$ cat src/design/plu_pkg.sv
`timescale 1ns / 1ps
// plu_pkg: shared types and constants for the positional list unit.
// No dependencies.
package plu_pkg;

  localparam int CAPACITY_DEF = 16;
  localparam int WORD_W       = 32;
  localparam int POS_W        = 8;
  localparam int CMD_W        = 3;
  localparam int STAT_W       = 2;
  localparam int ECNT_W       = 5;

  typedef logic signed [WORD_W-1:0] word_t;

  typedef enum logic [CMD_W-1:0] {
    CMD_INS_HEAD  = 3'd0,
    CMD_INS_TAIL  = 3'd1,
    CMD_INS_AFTER = 3'd2,
    CMD_DEL_HEAD  = 3'd3,
    CMD_DEL_TAIL  = 3'd4,
    CMD_DEL_POS   = 3'd5,
    CMD_DUMP      = 3'd6
  } cmd_t;

  typedef enum logic [STAT_W-1:0] {
    STAT_OK    = 2'd0,
    STAT_FULL  = 2'd1,
    STAT_EMPTY = 2'd2
  } stat_t;

  // Per-cycle operation broadcast to every cell of the chain.
  typedef enum logic [1:0] {
    OP_HOLD,
    OP_INS,
    OP_DEL,
    OP_ROT
  } op_t;

  typedef struct packed {
    op_t              op;
    logic [POS_W-1:0] idx;  // insert/delete slot, or last occupied slot on rotate
  } ctl_t;

  typedef enum logic {
    ST_IDLE,
    ST_DUMP
  } state_t;

endpackage

$ cat src/design/plu_cell.sv
`timescale 1ns / 1ps
// plu_cell: one storage slot of the list chain; shifts, loads, rotates or holds.
// Depends on plu_pkg.
module plu_cell #(
  parameter int INDEX = 0
) (
  input  logic           clk,
  input  plu_pkg::ctl_t  ctl,
  input  plu_pkg::word_t value,
  input  plu_pkg::word_t left,
  input  plu_pkg::word_t right,
  input  plu_pkg::word_t wrap,
  output plu_pkg::word_t data
);
  import plu_pkg::*;

  localparam logic [POS_W-1:0] MY_IDX = POS_W'(INDEX);

  word_t data_next;

  always_comb begin
    data_next = data;
    unique case (ctl.op)
      OP_INS: begin
        if (MY_IDX > ctl.idx) begin
          data_next = left;
        end else if (MY_IDX == ctl.idx) begin
          data_next = value;
        end
      end
      OP_DEL: begin
        if (MY_IDX >= ctl.idx) begin
          data_next = right;
        end
      end
      OP_ROT: begin
        if (MY_IDX < ctl.idx) begin
          data_next = right;
        end else if (MY_IDX == ctl.idx) begin
          data_next = wrap;
        end
      end
      OP_HOLD: data_next = data;
      default: data_next = data;
    endcase
  end

  always_ff @(posedge clk) begin
    data <= data_next;
  end

endmodule

$ cat src/design/plu_ctrl.sv
`timescale 1ns / 1ps
// plu_ctrl: command decode, entry count, dump sequencer and output register.
// Depends on plu_pkg; drives the cell chain through ctl_t.
module plu_ctrl #(
  parameter int CAPACITY = plu_pkg::CAPACITY_DEF
) (
  input  logic                           clk,
  input  logic                           rst,
  input  logic                           in_valid,
  output logic                           in_ready,
  input  logic [plu_pkg::CMD_W-1:0]      command,
  input  logic [plu_pkg::POS_W-1:0]      position,
  output logic                           out_valid,
  input  logic                           out_ready,
  output plu_pkg::word_t                 entry_value,
  output logic                           is_last,
  output logic [plu_pkg::STAT_W-1:0]     status,
  output logic [plu_pkg::ECNT_W-1:0]     entry_count,
  input  plu_pkg::word_t                 head,
  output plu_pkg::ctl_t                  ctl
);
  import plu_pkg::*;

  localparam int CNT_W = $clog2(CAPACITY + 1);
  localparam int CMP_W = (CNT_W > POS_W) ? CNT_W : POS_W;
  localparam logic [CNT_W-1:0] CNT_FULL = CNT_W'(CAPACITY);
  localparam logic [CNT_W-1:0] CNT_ONE  = CNT_W'(1);

  state_t           state, state_next;
  logic [CNT_W-1:0] count, count_next;
  logic [CNT_W-1:0] dump_idx, dump_idx_next;

  cmd_t             cmd;
  logic             in_fire, out_free, out_load, dump_last, full, empty;
  logic [CMP_W-1:0] pos_ext, cnt_ext;
  word_t            value_next;
  logic             last_next;
  stat_t            status_next;

  assign cmd       = cmd_t'(command);
  assign out_free  = !out_valid || out_ready;
  assign in_ready  = (state == ST_IDLE) && out_free;
  assign in_fire   = in_valid && in_ready;
  assign full      = (count == CNT_FULL);
  assign empty     = (count == '0);
  assign pos_ext   = CMP_W'(position);
  assign cnt_ext   = CMP_W'(count);
  assign dump_last = (dump_idx == count - CNT_ONE);

  always_comb begin
    state_next    = state;
    count_next    = count;
    dump_idx_next = dump_idx;
    ctl           = '{op: OP_HOLD, idx: '0};
    out_load      = 1'b0;
    value_next    = '0;
    last_next     = 1'b1;
    status_next   = STAT_OK;
    unique case (state)
      ST_IDLE: begin
        if (in_fire) begin
          out_load = 1'b1;
          unique case (cmd)
            CMD_INS_HEAD, CMD_INS_TAIL, CMD_INS_AFTER: begin
              if (full) begin
                status_next = STAT_FULL;
              end else begin
                ctl.op     = OP_INS;
                count_next = count + CNT_ONE;
                priority if (cmd == CMD_INS_HEAD) begin
                  ctl.idx = '0;
                end else if (cmd == CMD_INS_TAIL || pos_ext >= cnt_ext) begin
                  ctl.idx = POS_W'(count);
                end else begin
                  ctl.idx = position + POS_W'(1);
                end
              end
            end
            CMD_DEL_HEAD, CMD_DEL_TAIL, CMD_DEL_POS: begin
              if (empty) begin
                status_next = STAT_EMPTY;
              end else begin
                ctl.op     = OP_DEL;
                count_next = count - CNT_ONE;
                priority if (cmd == CMD_DEL_HEAD) begin
                  ctl.idx = '0;
                end else if (cmd == CMD_DEL_TAIL || pos_ext > cnt_ext) begin
                  ctl.idx = POS_W'(count - CNT_ONE);
                end else if (position == '0) begin
                  ctl.idx = '0;
                end else begin
                  ctl.idx = position - POS_W'(1);
                end
              end
            end
            CMD_DUMP: begin
              if (empty) begin
                status_next = STAT_EMPTY;
              end else begin
                out_load      = 1'b0;
                state_next    = ST_DUMP;
                dump_idx_next = '0;
              end
            end
            default: ;
          endcase
        end
      end
      ST_DUMP: begin
        if (out_free) begin
          // head goes out, chain rotates left over the occupied slots
          out_load      = 1'b1;
          value_next    = head;
          last_next     = dump_last;
          ctl.op        = OP_ROT;
          ctl.idx       = POS_W'(count - CNT_ONE);
          dump_idx_next = dump_idx + CNT_ONE;
          if (dump_last) begin
            state_next    = ST_IDLE;
            dump_idx_next = '0;
          end
        end
      end
      default: state_next = ST_IDLE;
    endcase
  end

  always_ff @(posedge clk) begin
    if (rst) begin
      state     <= ST_IDLE;
      count     <= '0;
      dump_idx  <= '0;
      out_valid <= 1'b0;
    end else begin
      state    <= state_next;
      count    <= count_next;
      dump_idx <= dump_idx_next;
      if (out_load) begin
        out_valid <= 1'b1;
      end else if (out_ready) begin
        out_valid <= 1'b0;
      end
    end
  end

  always_ff @(posedge clk) begin
    if (out_load) begin
      entry_value <= value_next;
      is_last     <= last_next;
      status      <= status_next;
      entry_count <= ECNT_W'(count_next);
    end
  end

  a_count_bound: assert property (@(posedge clk) disable iff (rst)
    count <= CNT_FULL)
    else $error("entry count above capacity");

  a_mid_beat_in_dump: assert property (@(posedge clk) disable iff (rst)
    (out_valid && !is_last) |-> (state == ST_DUMP))
    else $error("non-final beat pending outside a dump");

  a_count_frozen_dump: assert property (@(posedge clk) disable iff (rst)
    (state == ST_DUMP) |=> (count == $past(count)))
    else $error("entry count changed during dump");

  a_insert_grows: assert property (@(posedge clk) disable iff (rst)
    (in_fire && !full &&
     (cmd == CMD_INS_HEAD || cmd == CMD_INS_TAIL || cmd == CMD_INS_AFTER))
    |=> (count == $past(count) + CNT_ONE))
    else $error("insert did not add one entry");

  a_delete_shrinks: assert property (@(posedge clk) disable iff (rst)
    (in_fire && !empty &&
     (cmd == CMD_DEL_HEAD || cmd == CMD_DEL_TAIL || cmd == CMD_DEL_POS))
    |=> (count == $past(count) - CNT_ONE))
    else $error("delete did not remove one entry");

endmodule

$ cat src/design/positional_list_insert_delete_unit.sv
`timescale 1ns / 1ps
// positional_list_insert_delete_unit: bounded ordered list of signed words.
// Depends on plu_pkg, plu_cell, plu_ctrl.
//
// The list lives in a chain of CAPACITY cells, head in cell 0. Every insert or
// delete is one beat in and one beat out: all cells shift toward or away from
// the edited slot in parallel, so edits are accepted every cycle while the
// output register drains. A dump of n entries answers with n beats, one per
// cycle while the receiver is ready, by rotating the occupied cells past the
// head; the input stalls after the dump beat is taken until the last entry
// beat is loaded. A dump of an empty list gives one beat with status empty.
// entry_count carries the low five bits of the count.
module positional_list_insert_delete_unit #(
  parameter int CAPACITY = plu_pkg::CAPACITY_DEF
) (
  input  logic                        clk,
  input  logic                        rst,
  input  logic                        in_valid,
  output logic                        in_ready,
  input  logic [plu_pkg::CMD_W-1:0]   command,
  input  plu_pkg::word_t              value,
  input  logic [plu_pkg::POS_W-1:0]   position,
  output logic                        out_valid,
  input  logic                        out_ready,
  output plu_pkg::word_t              entry_value,
  output logic                        is_last,
  output logic [plu_pkg::STAT_W-1:0]  status,
  output logic [plu_pkg::ECNT_W-1:0]  entry_count
);
  import plu_pkg::*;

  ctl_t  ctl;
  word_t cell_data  [CAPACITY];
  word_t left_data  [CAPACITY];
  word_t right_data [CAPACITY];

  plu_ctrl #(
    .CAPACITY(CAPACITY)
  ) u_ctrl (
    .clk        (clk),
    .rst        (rst),
    .in_valid   (in_valid),
    .in_ready   (in_ready),
    .command    (command),
    .position   (position),
    .out_valid  (out_valid),
    .out_ready  (out_ready),
    .entry_value(entry_value),
    .is_last    (is_last),
    .status     (status),
    .entry_count(entry_count),
    .head       (cell_data[0]),
    .ctl        (ctl)
  );

  for (genvar i = 0; i < CAPACITY; i++) begin : g_cell
    if (i == 0) begin : g_first
      assign left_data[i] = '0;
    end else begin : g_inner_l
      assign left_data[i] = cell_data[i-1];
    end
    if (i == CAPACITY - 1) begin : g_last
      assign right_data[i] = '0;
    end else begin : g_inner_r
      assign right_data[i] = cell_data[i+1];
    end

    plu_cell #(
      .INDEX(i)
    ) u_cell (
      .clk  (clk),
      .ctl  (ctl),
      .value(value),
      .left (left_data[i]),
      .right(right_data[i]),
      .wrap (cell_data[0]),
      .data (cell_data[i])
    );
  end

endmodule

$ cat config.mk
export PLATFORM = sky130hd
export DESIGN_NAME = positional_list_insert_delete_unit
export DESIGN_NICKNAME = d
export VERILOG_FILES = /design/src/design/plu_pkg.sv /design/src/design/plu_cell.sv /design/src/design/plu_ctrl.sv /design/src/design/positional_list_insert_delete_unit.sv
export SDC_FILE = /design/constraint.sdc
export NUM_CORES = 2
export LEC_CHECK = 0
export BUFFER_PORTS_ARGS = -buffer_cell sky130_fd_sc_hd__buf_2
export CORE_ASPECT_RATIO = 0.5
export CORE_MARGIN = 10
export CORE_UTILIZATION = 30
export DETAILED_ROUTE_END_ITERATION = 10
export RECOVER_POWER = 25
export SLEW_MARGIN = 20
export SYNTH_ARGS = -nofsm -noshare
export SYNTH_HDL_FRONTEND = slang
export SYNTH_SLANG_ARGS = --single-unit
$ cat constraint.sdc
create_clock -name clk -period 13.9 [get_ports clk]
set_input_delay 2.085 -clock clk [delete_from_list [all_inputs] [get_ports clk]]
set_output_delay 2.085 -clock clk [all_outputs]
set_load 0.01 [all_outputs]
==> impl_results.md <==
* Status: finished, violations left
* Failing checks: max-capacitance violations, max-slew violations
* Drt total wl at 123000 um
* Commonest cells after routing, fill and taps aside: 552 x edfxtp_1, 349 x nand2_1, 265 x nand3_1
* Pre-CTS setup slack at 6310 ps
* Worst VDD drop at 0.107 mV
* Worst stage delay on the critical path at 3020 ps
* EDFF count, synth at 552
* Hold-fix buffer count after cts at 0
* # DRC at 0
* Initial antenna violation count at 3
* Crit-path slowest cell: clkbuf_1
* Ys async rst share at 0%
* Hold slack at 548 ps
* Via/cell ratio at 6.47
* I/O Pins at 89
* Most common cell after layout, fill and taps aside: edfxtp_1
* Routing usage on met1 at 27.3%
* Seq/Total Area, Yosys at 54.8%
* Crit-path cells: buf_2, nand2b_1, and2_2, clkbuf_1, o21ai_0, nand2_1, nor2_8, clkbuf_1, o22ai_1, buf_4
* Pre-antenna DRT Iters at 9
* Power Density at 142 nW/um^2
* Hold Crit Depth at 2
* Share of cells above drive strength 1 at 9.00%
* Die width at 472 um
* Crit Path Max Fanout at 39
* FF+latch count, synth at 564
* Yosys warns at 0
* HP Class: reg -> reg
* Post_cts resized at 0
* Clock skew at 36.9 ps
* Data arrival, critical path at 10450 ps
* Final WS setup at 3750 ps
* Die Y at 246 um
* Hold Path End: u_ctrl.dump_idx[4]
* Gr busiest metal: met2
* CTS sink cnt at 564
* Core box area at 101000 um^2
* Initial Utilization at 30.4%
* Setup violations, final at 0
* Setup CP Type: in -> reg
* Post-synthesis cell type count at 66
* Max Slew Vio Count at 319
* Area Growth Syn to Fin at 11.6%
* Cell count after synthesis at 2929
* Gr usage total at 19.9%
* CP startpoint kind: input port
* Net Count, Synth at 2987
* Primary FF master, synth: edfxtp_1
* Worst-Margin Slew at 4290 ps
* Worst path most repeated cell: clkbuf_1
* Max-cap viol count at 10
* Pleak at 11.8 nW
* Worst slew margin at -186%
* Largest net degree at the start of global routing at 140
* Tcrit/Tclk final at 73.0%
* I/O Buffers at 88
* Max Buffers Root-to-Sink at 3
* Min Tclk post-route at 10150 ps
* Detail Placement HPWL at 69300 um
* Hold wc startpoint: u_ctrl.dump_idx[4]
* FF-to-FF setup slack at 4990 ps
* RSZ-0062 raised after global routing: false
* Via count at 27.2k
* Global routing usage on met2 at 30.2%
* Vias in the first global route at 25.9k
* Die area at 116000 um^2
* CP endpoint kind: flip-flop
* Worst r2r src: u_ctrl.state
* Clk_lat worst skew at 660 ps
* CP Launch Point: out_ready
* Initial drt markers at 4441
* CP top delay family: buffers and inverters
* Worst r2r path cells at 8
* Met3 Usage GRT at 5.27%
* Cell Rows at 82
* CTS tree: done
* Inserted Clock Buffers at 59
* Power, Total at 4.85 mW
* Nets at 2872
* Crit path buf inv count at 4
* Wire per inst at 29.4 um
* Syn Area/Cell at 10.5 um^2
* Critical Path RT at 14200 ps
* F_max at 98.5 MHz
* DRT antenna net count at 0
* Final hold viol count at 0
* Total gr overflow at 0
* Placer Congestion at 0.838
* First-pass GRT wire length at 178000 um
* TNS Setup at 0 ps
* Netlist Area Pre-Place at 30700 um^2
* Postcts setup bufs at 0
* Critical R2R Capture: g_cell[4].u_cell.data[2]
* H-tree Lvls at 2
* Clk pin slew, worst setup/hold paths at 60 ps
* Root buf cell: clkbuf_16
cells by family (layout without fill, tap and decap cells):
family / after synthesis / in the layout / share of synthesized area [%]
compound gates: 936 / 936 / 22.7
buf+inv: 411 / 338 / 5.33
other cells: 0 / 1 / 0
simple gates: 883 / 883 / 12.8
flops: 564 / 564 / 54.8
xor+xnor: 14 / 14 / 0.399
mux: 110 / 110 / 3.59
fa+ha+maj: 11 / 11 / 0.448
area by class of cell:
| class | instances | area (um^2) |
|---|---|---|
| Antenna cell | 1 | 2.50 |
| Clock buffer | 72 | 1530 |
| Clock inverter | 31 | 221 |
| Fill cell | 9988 | 66600 |
| Inverter | 76 | 285 |
| Multi-Input combinational cell | 1954 | 12800 |
| Sequential cell | 564 | 16800 |
| Tap cell | 1344 | 1680 |
| Timing Repair Buffer | 159 | 922 |
per-layer routing:
metal / routed length (um) / vias up
met5: 29 / -
met4: 4880 / 4
met3: 17200 / 364
met2: 52200 / 2193
met1: 49100 / 13400
li1: - / 11200
flip-flops by register name, indices dropped and copies added, names as in the netlist:
signal and flops:
g_cell.u_cell.data 512, u_ctrl.count 5, u_ctrl.dump_idx 5, u_ctrl.entry_count 5
u_ctrl.entry_value 32, u_ctrl.is_last 1, u_ctrl.out_valid 1, u_ctrl.state 1
u_ctrl.status 2
power by group:
| group | leakage [nW] | internal [mW] | switching (mW) | total [mW] |
|---|---|---|---|---|
| combinational | 5.72 | 0.330 | 0.711 | 1.04 |
| sequential | 5.22 | 2.16 | 0.126 | 2.29 |
| clock | 0.849 | 0.811 | 0.715 | 1.53 |
cells in the mapped netlist (4+ instances only):
cell,number,share of area (%)
clkbuf_1,236,2.9
mux2i_1,110,3.6
and3_1,5,0.10
nor3b_1,5,0.12
nand2b_1,9,0.18
or2_2,4,0.082
a41oi_1,32,0.91
nor2b_1,9,0.18
a21oi_1,34,0.55
a22oi_1,228,5.6
o21ai_0,105,1.7
xnor2_1,9,0.26
a221oi_1,42,1.2
edfxtp_1,552,54
nor3_1,42,0.68
a31oi_1,70,1.4
nor2_1,159,1.9
nand3_1,266,4.3
o221ai_1,33,0.94
buf_1,42,0.51
xor2_1,5,0.14
buf_2,50,0.82
nor4_1,5,0.10
o21a_1,4,0.098
inv_1,76,0.93
o22ai_1,71,1.4
dfxtp_1,12,0.78
o21ai_1,5,0.082
and2_1,9,0.18
o211ai_1,165,4.0
buf_4,6,0.15
nand2_1,352,4.3
a221o_1,118,3.8
ha_1,11,0.45
per-stage QoR:
step | instances | area (um^2) | utilization [%]
after floorplan | 2929 | 30700 | -
after CTS | 4199 | 34400 | 34.1
after global routing | 4200 | 34300 | 34.0
after global placement | 4096 | 32600 | 32.4
after detailed placement | 4096 | 32600 | 32.4
final | 4201 | 34300 | 34.0
worst min-delay path, cell delays in order (launching register included):
cell	delay (ps)
dfxtp_1	330
a21oi_1	130
nor2_1	50
worst max-delay path by stage:
stage          cells past startpoint                          to
2_1_floorplan                     14    g_cell[9].u_cell.data[0]
3_3_place_gp                      15  g_cell[13].u_cell.data[19]
3_5_place_dp                      14   g_cell[13].u_cell.data[9]
4_1_cts                           14  g_cell[13].u_cell.data[11]
5_1_grt                           10   g_cell[9].u_cell.data[24]
6_report                          10    g_cell[4].u_cell.data[2]
Note: power is estimated with default switching activity, not from simulation.
